<file path="src/rtl/conv3_pkg.sv">
// types, constants and helpers shared by the 3x3 convolution filter
// no dependencies; imported by every module of the block

package conv3_pkg;

    // configuration port
    localparam int CFG_IDX_W  = 3;
    localparam int CFG_DATA_W = 48;

    // weighted sum: nine products of 8-bit unsigned by 8-bit signed
    localparam int SUM_W = 20;
    localparam int MAG_W = SUM_W - 1;

    // saturation limit of one color component
    localparam int PIX_MAX = 255;

    typedef enum logic [CFG_IDX_W-1:0] {
        REG_IMAGE_WIDTH  = 3'd0,
        REG_IMAGE_HEIGHT = 3'd1,
        REG_KERNEL_UPPER = 3'd2,
        REG_KERNEL_LOWER = 3'd3,
        REG_SUM_OFFSET   = 3'd4,
        REG_SUM_DIVISOR  = 3'd5
    } cfg_reg_e;

    typedef struct packed {
        logic [10:0]        image_width;
        logic [10:0]        image_height;
        logic [47:0]        kernel_upper_rows;
        logic [23:0]        kernel_lower_row;
        logic signed [8:0]  sum_offset;
        logic [7:0]         sum_divisor;
    } cfg_t;

    typedef struct packed {
        logic       mode;
        logic [7:0] red_in;
        logic [7:0] green_in;
        logic [7:0] blue_in;
        logic [7:0] alpha_in;
    } pixel_in_t;

    typedef struct packed {
        logic [7:0] red_out;
        logic [7:0] green_out;
        logic [7:0] blue_out;
        logic [7:0] alpha_out;
        logic       frame_end;
    } pixel_out_t;

    // one selected neighborhood: rgb[column][row], red in the low byte
    typedef struct packed {
        logic [2:0][2:0][23:0] rgb;
        logic [7:0]            alpha;
        logic                  frame_end;
    } win_entry_t;

    typedef enum logic {
        F_IDLE,
        F_RD
    } front_state_t;

    typedef enum logic [2:0] {
        B_IDLE,
        B_MAC,
        B_PREP,
        B_DIV,
        B_FIN
    } back_state_t;

    // signed kernel weight at a given row and column
    function automatic logic signed [7:0] kernel_weight(
        input logic [47:0] upper,
        input logic [23:0] lower,
        input logic [1:0]  row,
        input logic [1:0]  col
    );
        int unsigned sel;
        logic [7:0]  b;
        sel = 0;
        if (row < 2'd2)
        begin
            sel = 8 * (2 * 32'(col) + 32'(row));
            b = upper[sel +: 8];
        end
        else
        begin
            sel = 8 * 32'(col);
            b = lower[sel +: 8];
        end
        return signed'(b);
    endfunction

endpackage

</file>
<file path="src/rtl/conv3_back.sv">
// back end: multiply-accumulate over nine taps, serial divide per channel,
// offset, saturation and the output register; uses conv3_pkg

module conv3_back
    import conv3_pkg::*;
(
    input  logic       clk,
    input  logic       rst_n,
    input  cfg_t       cfg,
    input  logic       pop_valid,
    output logic       pop_ready,
    input  win_entry_t pop_entry,
    output logic       result_valid,
    input  logic       result_ready,
    output pixel_out_t result
);

    localparam int STEP_W = $clog2(MAG_W);
    localparam logic [STEP_W-1:0] STEP_LAST = STEP_W'(MAG_W - 1);

    back_state_t              state_reg, state_next;
    win_entry_t               entry_reg;
    logic [1:0]               tap_j_reg, tap_k_reg;
    logic signed [SUM_W-1:0]  acc_reg [3];
    logic                     neg_reg [3];
    logic [MAG_W-1:0]         dvd_reg [3];
    logic [7:0]               rem_reg [3];
    logic [STEP_W-1:0]        step_reg;
    logic                     result_valid_reg;
    pixel_out_t               result_reg;

    logic signed [7:0]        weight;
    logic signed [16:0]       prod [3];
    logic [7:0]               divisor;
    logic [8:0]               rem_t [3];
    logic                     qbit [3];
    logic [SUM_W-1:0]         mag [3];
    logic signed [SUM_W-1:0]  quo [3];
    logic signed [SUM_W:0]    val [3];
    logic [7:0]               sat [3];
    logic                     load_out, last_tap;

    assign pop_ready    = (state_reg == B_IDLE);
    assign result_valid = result_valid_reg;
    assign result       = result_reg;
    assign divisor      = (cfg.sum_divisor == '0) ? 8'd1 : cfg.sum_divisor;
    assign last_tap     = (tap_j_reg == 2'd2) && (tap_k_reg == 2'd2);
    assign load_out     = (state_reg == B_FIN) && (!result_valid_reg || result_ready);

    // one tap product per channel
    always_comb
    begin
        weight = kernel_weight(cfg.kernel_upper_rows, cfg.kernel_lower_row,
                               tap_k_reg, tap_j_reg);
        for (int ch = 0; ch < 3; ch++)
            prod[ch] = $signed({1'b0, entry_reg.rgb[tap_j_reg][tap_k_reg][8*ch +: 8]})
                       * weight;
    end

    // divide step, sign fix, offset and saturation
    always_comb
    begin
        for (int ch = 0; ch < 3; ch++)
        begin
            mag[ch]   = acc_reg[ch] < 0 ? SUM_W'(-acc_reg[ch]) : SUM_W'(acc_reg[ch]);
            rem_t[ch] = {rem_reg[ch], dvd_reg[ch][MAG_W-1]};
            qbit[ch]  = (rem_t[ch] >= {1'b0, divisor});
            quo[ch]   = neg_reg[ch] ? -$signed({1'b0, dvd_reg[ch]})
                                    : $signed({1'b0, dvd_reg[ch]});
            val[ch]   = (SUM_W+1)'(quo[ch]) + (SUM_W+1)'(cfg.sum_offset);
            if (val[ch] < 0)
                sat[ch] = 8'd0;
            else if (val[ch] > (SUM_W+1)'(PIX_MAX))
                sat[ch] = 8'(PIX_MAX);
            else
                sat[ch] = val[ch][7:0];
        end
    end

    // sequencer
    always_comb
    begin
        state_next = state_reg;
        unique case (state_reg)
            B_IDLE:
            begin
                if (pop_valid)
                    state_next = B_MAC;
            end
            B_MAC:
            begin
                if (last_tap)
                    state_next = B_PREP;
            end
            B_PREP:
                state_next = B_DIV;
            B_DIV:
            begin
                if (step_reg == STEP_LAST)
                    state_next = B_FIN;
            end
            B_FIN:
            begin
                if (load_out)
                    state_next = B_IDLE;
            end
            default:
                state_next = B_IDLE;
        endcase
    end

    always_ff @(posedge clk or negedge rst_n)
    begin
        if (!rst_n)
        begin
            state_reg        <= B_IDLE;
            result_valid_reg <= 1'b0;
        end
        else
        begin
            state_reg <= state_next;
            if (load_out)
                result_valid_reg <= 1'b1;
            else if (result_ready)
                result_valid_reg <= 1'b0;
        end
    end

    // datapath registers
    always_ff @(posedge clk)
    begin
        case (state_reg)
            B_IDLE:
            begin
                entry_reg <= pop_entry;
                tap_j_reg <= 2'd0;
                tap_k_reg <= 2'd0;
                for (int ch = 0; ch < 3; ch++)
                    acc_reg[ch] <= '0;
            end
            B_MAC:
            begin
                for (int ch = 0; ch < 3; ch++)
                    acc_reg[ch] <= acc_reg[ch] + SUM_W'(prod[ch]);
                if (tap_k_reg == 2'd2)
                begin
                    tap_k_reg <= 2'd0;
                    tap_j_reg <= tap_j_reg + 2'd1;
                end
                else
                begin
                    tap_k_reg <= tap_k_reg + 2'd1;
                end
            end
            B_PREP:
            begin
                step_reg <= '0;
                for (int ch = 0; ch < 3; ch++)
                begin
                    neg_reg[ch] <= acc_reg[ch] < 0;
                    dvd_reg[ch] <= mag[ch][MAG_W-1:0];
                    rem_reg[ch] <= '0;
                end
            end
            B_DIV:
            begin
                step_reg <= step_reg + STEP_W'(1);
                for (int ch = 0; ch < 3; ch++)
                begin
                    if (qbit[ch])
                        rem_reg[ch] <= 8'(rem_t[ch] - {1'b0, divisor});
                    else
                        rem_reg[ch] <= rem_t[ch][7:0];
                    dvd_reg[ch] <= {dvd_reg[ch][MAG_W-2:0], qbit[ch]};
                end
            end
            B_FIN:
            begin
                if (load_out)
                begin
                    result_reg.red_out   <= sat[0];
                    result_reg.green_out <= sat[1];
                    result_reg.blue_out  <= sat[2];
                    result_reg.alpha_out <= entry_reg.alpha;
                    result_reg.frame_end <= entry_reg.frame_end;
                end
            end
            default:
            begin
            end
        endcase
    end

`ifndef ASSERT_OFF
    a_start_mac: assert property (@(posedge clk) disable iff (!rst_n)
        (state_reg == B_IDLE && pop_valid) |=> (state_reg == B_MAC))
        else $error("back end did not start accumulating a popped entry");

    a_div_length: assert property (@(posedge clk) disable iff (!rst_n)
        (state_reg == B_DIV && step_reg == STEP_LAST) |=> (state_reg == B_FIN))
        else $error("divider ran past its last step");

    a_out_source: assert property (@(posedge clk) disable iff (!rst_n)
        $rose(result_valid_reg) |-> ($past(state_reg) == B_FIN))
        else $error("result raised outside the final state");
`endif

endmodule

</file>
<file path="config.mk">
export PLATFORM = sky130hd
export DESIGN_NAME = conv3_back
export DESIGN_NICKNAME = d
export VERILOG_FILES = /design/src/rtl/conv3_pkg.sv /design/src/rtl/conv3_back.sv
export SDC_FILE = /design/constraint.sdc
export NUM_CORES = 1
export LEC_CHECK = 0
export BUFFER_PORTS_ARGS = -buffer_cell sky130_fd_sc_hd__buf_2
export CAP_MARGIN = 20
export CORE_MARGIN = 5
export CORE_UTILIZATION = 40
export DETAILED_ROUTE_END_ITERATION = 10
export PLACE_DENSITY_LB_ADDON = 0.15
export SLEW_MARGIN = 20
export SYNTH_ARGS = -nofsm -noshare
export SYNTH_HDL_FRONTEND = slang
export SYNTH_SLANG_ARGS = --single-unit
</file>
<file path="constraint.sdc">
create_clock -name clk -period 40.3 [get_ports clk]
set_input_delay 2.015 -clock clk [delete_from_list [all_inputs] [get_ports clk]]
set_output_delay 2.015 -clock clk [all_outputs]
set_load 0.01 [all_outputs]
</file>
# Word level (Yosys, flattened, before mapping)
# Memory sizes are Yosys's and may differ from the RTL's.
# Cells that the tools add are included.
# classes
add_sub_neg	19
multipliers	3
n_lt_le_gt_ge	15
eq_ne	12
shifts	2
mux	65
bitwise_logic	12
n_reduce_logical	12
# ops
op	count
binary-select mux 72 bit (select 2 bit)	1
two-way mux 20 bit	6
two-way mux 19 bit	6
two-way mux 8 bit	11
two-way mux 72 bit	1
adder 20 x 9 -> 21 bit	3
> comparator 21 x 9 -> 1 bit, second input constant	3
less-than comparator 21 x 1 -> 1 bit, second input constant	3
adder 20 x 17 -> 20 bit	3
less-than comparator 20 x 1 -> 1 bit, second input constant	3
negation 19 -> 20 bit	3
negation 19 bit	3
multiplier 9 x 8 -> 17 bit	3
binary-select mux 24 bit (select 2 bit)	1
indexed part select 48 x 8 -> 8 bit	1
two-way mux 1 bit	28
greater-or-equal comparator 9 x 8 -> 1 bit	3
two-way mux 24 bit	1
indexed part select 24 x 6 -> 8 bit	1
subtractor 8 bit	3
one-hot mux 3 bit (5 select lines)	1
two-way mux 3 bit	4
bitwise OR 1 bit	12
inequality test 2 bit, second input constant	5
21 further kinds	31
# totals
regBits	271
mem_bits_rw	144
inputBits	340
out_inout_bits	35
elab_cells	165
n_memories	4
# memory_table
memory	words	width	rd	rd_ports_with_merged_regs	wr	line	source
acc_reg	3	20	3	0	3	conv3_back.sv:24	logic signed [SUM_W-1:0] acc_reg [3];
dvd_reg	3	19	3	0	3	conv3_back.sv:26	logic [MAG_W-1:0] dvd_reg [3];
rem_reg	3	8	3	0	3	conv3_back.sv:27	logic [7:0] rem_reg [3];
neg_reg	3	1	3	0	3	conv3_back.sv:25	logic neg_reg [3];

# Depth between registers and ports, before layout
# depth
word_depth	8
ltp_mapped	30
ltp_nobuf	27

# Least setup slack after synthesis
# Ideal clock, no wire load.
# synth_path
path_kind	reg2out
startpoint	register state_reg[0]
endpoint	output pop_ready
t_arrival_ns	16.215
path_slack_ns	22.070
path_stages_with_launch	4
n_path_buf	2
path_cell_list	dfrtp_1 -> clkbuf_1 -> clkbuf_1 -> nor3_1
# synth_between
elab_chain_len	1
# synth_lines
item	line	source
from (decl)	conv3_back.sv:21	back_state_t state_reg, state_next;
from (signal assigned)	conv3_back.sv:121	state_reg <= state_next;
logical NOT 3 bit	conv3_back.sv:43	assign pop_ready = (state_reg == B_IDLE);
to (decl)	conv3_back.sv:11	output logic pop_ready,
# Every way passes these cells.

==> results.json <==
{
  "status": "complete, no violations",
  "setup_tns_ns": 0,
  "clkTransAtPathRegs_ns": 0.06,
  "dp_hpwl_um": 61800,
  "clk_latency_ns": 0.60,
  "hold_viol": 0,
  "holdBufCountCts": 0,
  "end_kind": "flip-flop",
  "synth.avg_cell_area_um2": 10.8,
  "coreArea_um2": 76200,
  "synth_top_family_by_area": "adder cells",
  "grt_max_degree": 71,
  "area_delta_synth_final_pct": 14.3,
  "synth_most_common_cell": "edfxtp_1",
  "fp.dieW_um": 288,
  "grt_pass1_wl_um": 125000,
  "critPathArrivalTime_ns": 9.00,
  "gp_routability_congestion": 0.860,
  "detail-route-antenna-nets": 0,
  "cts_tree": "yes",
  "ys_warn_count": 0,
  "clockBufferDepth": 3,
  "synth_compound_area_share_pct": 11.2,
  "synth_xor_area_share_pct": 5.62,
  "finalSetupViolCount": 0,
  "synthCells": 2848,
  "rsz0062_at_grt": "no",
  "synth_mux_area_share_pct": 5.23,
  "viasPerCell": 5.18,
  "worstMarginPinSlew_ns": 0.960,
  "io-pin-count": 375,
  "synth_top_area_share_pct": 40.0,
  "synth_simple_gate_area_share_pct": 11.3,
  "cts_buffers": 49,
  "dieArea_um2": 82700,
  "syn_nets": 3623,
  "yosys-top-cells-area": "edfxtp_1 40%, ha_1 11%, fa_1 10%",
  "hold_path.class": "flip-flop to flip-flop",
  "cts_resized": 0,
  "drtIter0Drc": 1090,
  "cp-start-kind": "flip-flop",
  "post-place-ws_ns": 31.12,
  "yosysSeqAreaShare_pct": 40.4,
  "synth_edf_count": 411,
  "async_reset_ff_share_pct": 0.964,
  "antenna_found_initial": 19,
  "root_buffer": "clkbuf_16",
  "path_class": "flip-flop to flip-flop",
  "syn-cell-area_um2": 30800,
  "grt_overflow": 0,
  "synth_seq_cells": 415,
  "path_max_fanout": 35,
  "synth_cell_types": 80,
  "initial_core_util_pct": 40.5,
  "dr.pass1.iters": 5,
  "final_nets": 3965,
  "grt_pass1_vias": 22800,
  "synth_top_area_cell": "edfxtp_1",
  "vias": 22100,
  "placementRows": 101,
  "io_buffer_count": 352,
  "max_cap_viol_count": 0,
  "track_usage_pct": 18.8,
  "htreeDepth": 2,
  "clkSinkCount": 415,
  "crit_required_ns": 40.59,
  "max_freq_mhz": 115,
  "relSlewSlack_pct": 35.8,
  "drive_above_1_share_pct": 17.1,
  "fin_worst_skew_ns": 0.0356,
  "fill_cells": 7110,
  "fp.dieH_um": 288,
  "ys.flop_type": "edfxtp_1",
  "drc": 0,
  "netlist_top_cells_count": "411 x edfxtp_1, 290 x inv_1, 278 x nor2_1, 276 x ha_1, 238 x nand2_1",
  "period_share_pct": 21.6,
  "post_cts_buffers": 0,
  "worst_slack_ns": 31.60,
  "finalMaxSlewViolations": 0,
  "wl_per_cell_um": 18.5,
  "largest_reg_flops": 225,
  "period_minus_slack_ns": 8.70,
  "drt_wl_total_um": 78800,
  "synthAdderAreaFrac_pct": 21.5
}
## metrics by stage
| stage | cells | util, % | cell area (um^2) | hold slack, ns |
|---|---|---|---|---|
| 4_1_cts | 4255 | 46.2 | 35200 | 0.420 |
| 2_1_floorplan | 2848 | - | 30800 | 0.400 |
| 3_5_place_dp | 4169 | 44.3 | 33800 | 0.405 |
| 3_3_place_gp | 4169 | 44.3 | 33800 | 0.402 |
| 5_1_grt | 4258 | 46.3 | 35300 | 0.421 |
| 6_report | 4260 | 46.3 | 35300 | 0.417 |
## cells in the final DEF (no fill, tap or decap), types with 11 or more instances in the layout
cell type / instances
o21a_1: 26
nand4_1: 14
or3_1: 12
mux4_2: 32
clkbuf_16: 49
a211oi_1: 18
clkbuf_1: 12
xor2_1: 53
nor3_1: 36
o31ai_1: 23
nor2b_1: 40
buf_4: 28
nand2b_1: 27
ha_1: 276
o21ai_0: 160
o41ai_1: 13
nor2_1: 276
nand2_1: 236
mux2_2: 34
a21oi_1: 128
xnor2_1: 145
fa_1: 159
buf_2: 352
a221o_1: 17
nand3_1: 39
a221oi_1: 11
inv_1: 290
edfxtp_1: 411
or4_1: 12
a31oi_1: 13
a21o_1: 28
mux2i_1: 51
and3_1: 22
## layout make-up
class / count / area (um^2) / area share [%]
multi-input combinational: 2051 / 17000 / 48.2
sequential: 415 / 12400 / 35.3
timing repair buffer: 380 / 1970 / 5.59
tap: 1030 / 1290 / 3.66
clock buffer: 61 / 1270 / 3.61
inverter: 293 / 1100 / 3.12
clock inverter: 25 / 190 / 0.539
antenna: 5 / 12.5 / 0.0355
## worst paths after layout
check / from / endpoint / slack (ns) / depth (start not counted)
max in group asynchronous: rst_n / state_reg[2] / 38.91 / 1
worst min register to register: entry_reg[6] / result[6] / 0.42 / 0
min in group asynchronous: rst_n / result_valid / 1.25 / 1
worst max-delay path: tap_j_reg[0] / acc_reg[0][18] / 31.60 / 26
worst min-delay path: entry_reg[6] / result[6] / 0.42 / 0
worst max register to register: tap_j_reg[0] / acc_reg[0][18] / 31.60 / 26
## critical path, cell delays in order, from the launching register on
cell       delay (ns)
edfxtp_1         0.37
buf_4            0.27
ha_1             0.27
ha_1             0.27
clkinv_1         0.28
nor2_1           0.67
a22oi_1          0.15
nor3_1           0.17
a21o_1           0.13
buf_4            0.35
inv_2            0.35
fa_1             0.58
inv_1            0.06
fa_1             0.52
fa_1             0.45
fa_1             0.53
fa_1             0.49
ha_1             0.35
a21o_1           0.20
a21oi_1          0.19
o21ai_0          0.11
a31oi_1          0.28
o21bai_1         0.12
a2111oi_0        0.69
o311ai_0         0.27
xnor2_1          0.19
nor2_1           0.06
## cells by family after synthesis
kind of cell             Yosys count
adder cells (fa/ha/maj)          435
XOR/XNOR                         198
AND/OR/NAND/NOR                  766
flip-flops                       415
buffers and inverters            382
multiplexers                     117
AO/OA/AOI/OAI                    535
## routing by layer
metal,global-route usage (%),vias to the layer above,wire (um)
li1,-,10800,-
met1,25.3,10600,35200
met2,31.5,571,36900
met3,3.87,125,4610
met4,4.34,18,1940
met5,0,-,120
Power is left out: the tool's default activity adds up to more than one toggle a clock period on the data nets, which glitch-free logic cannot reach.
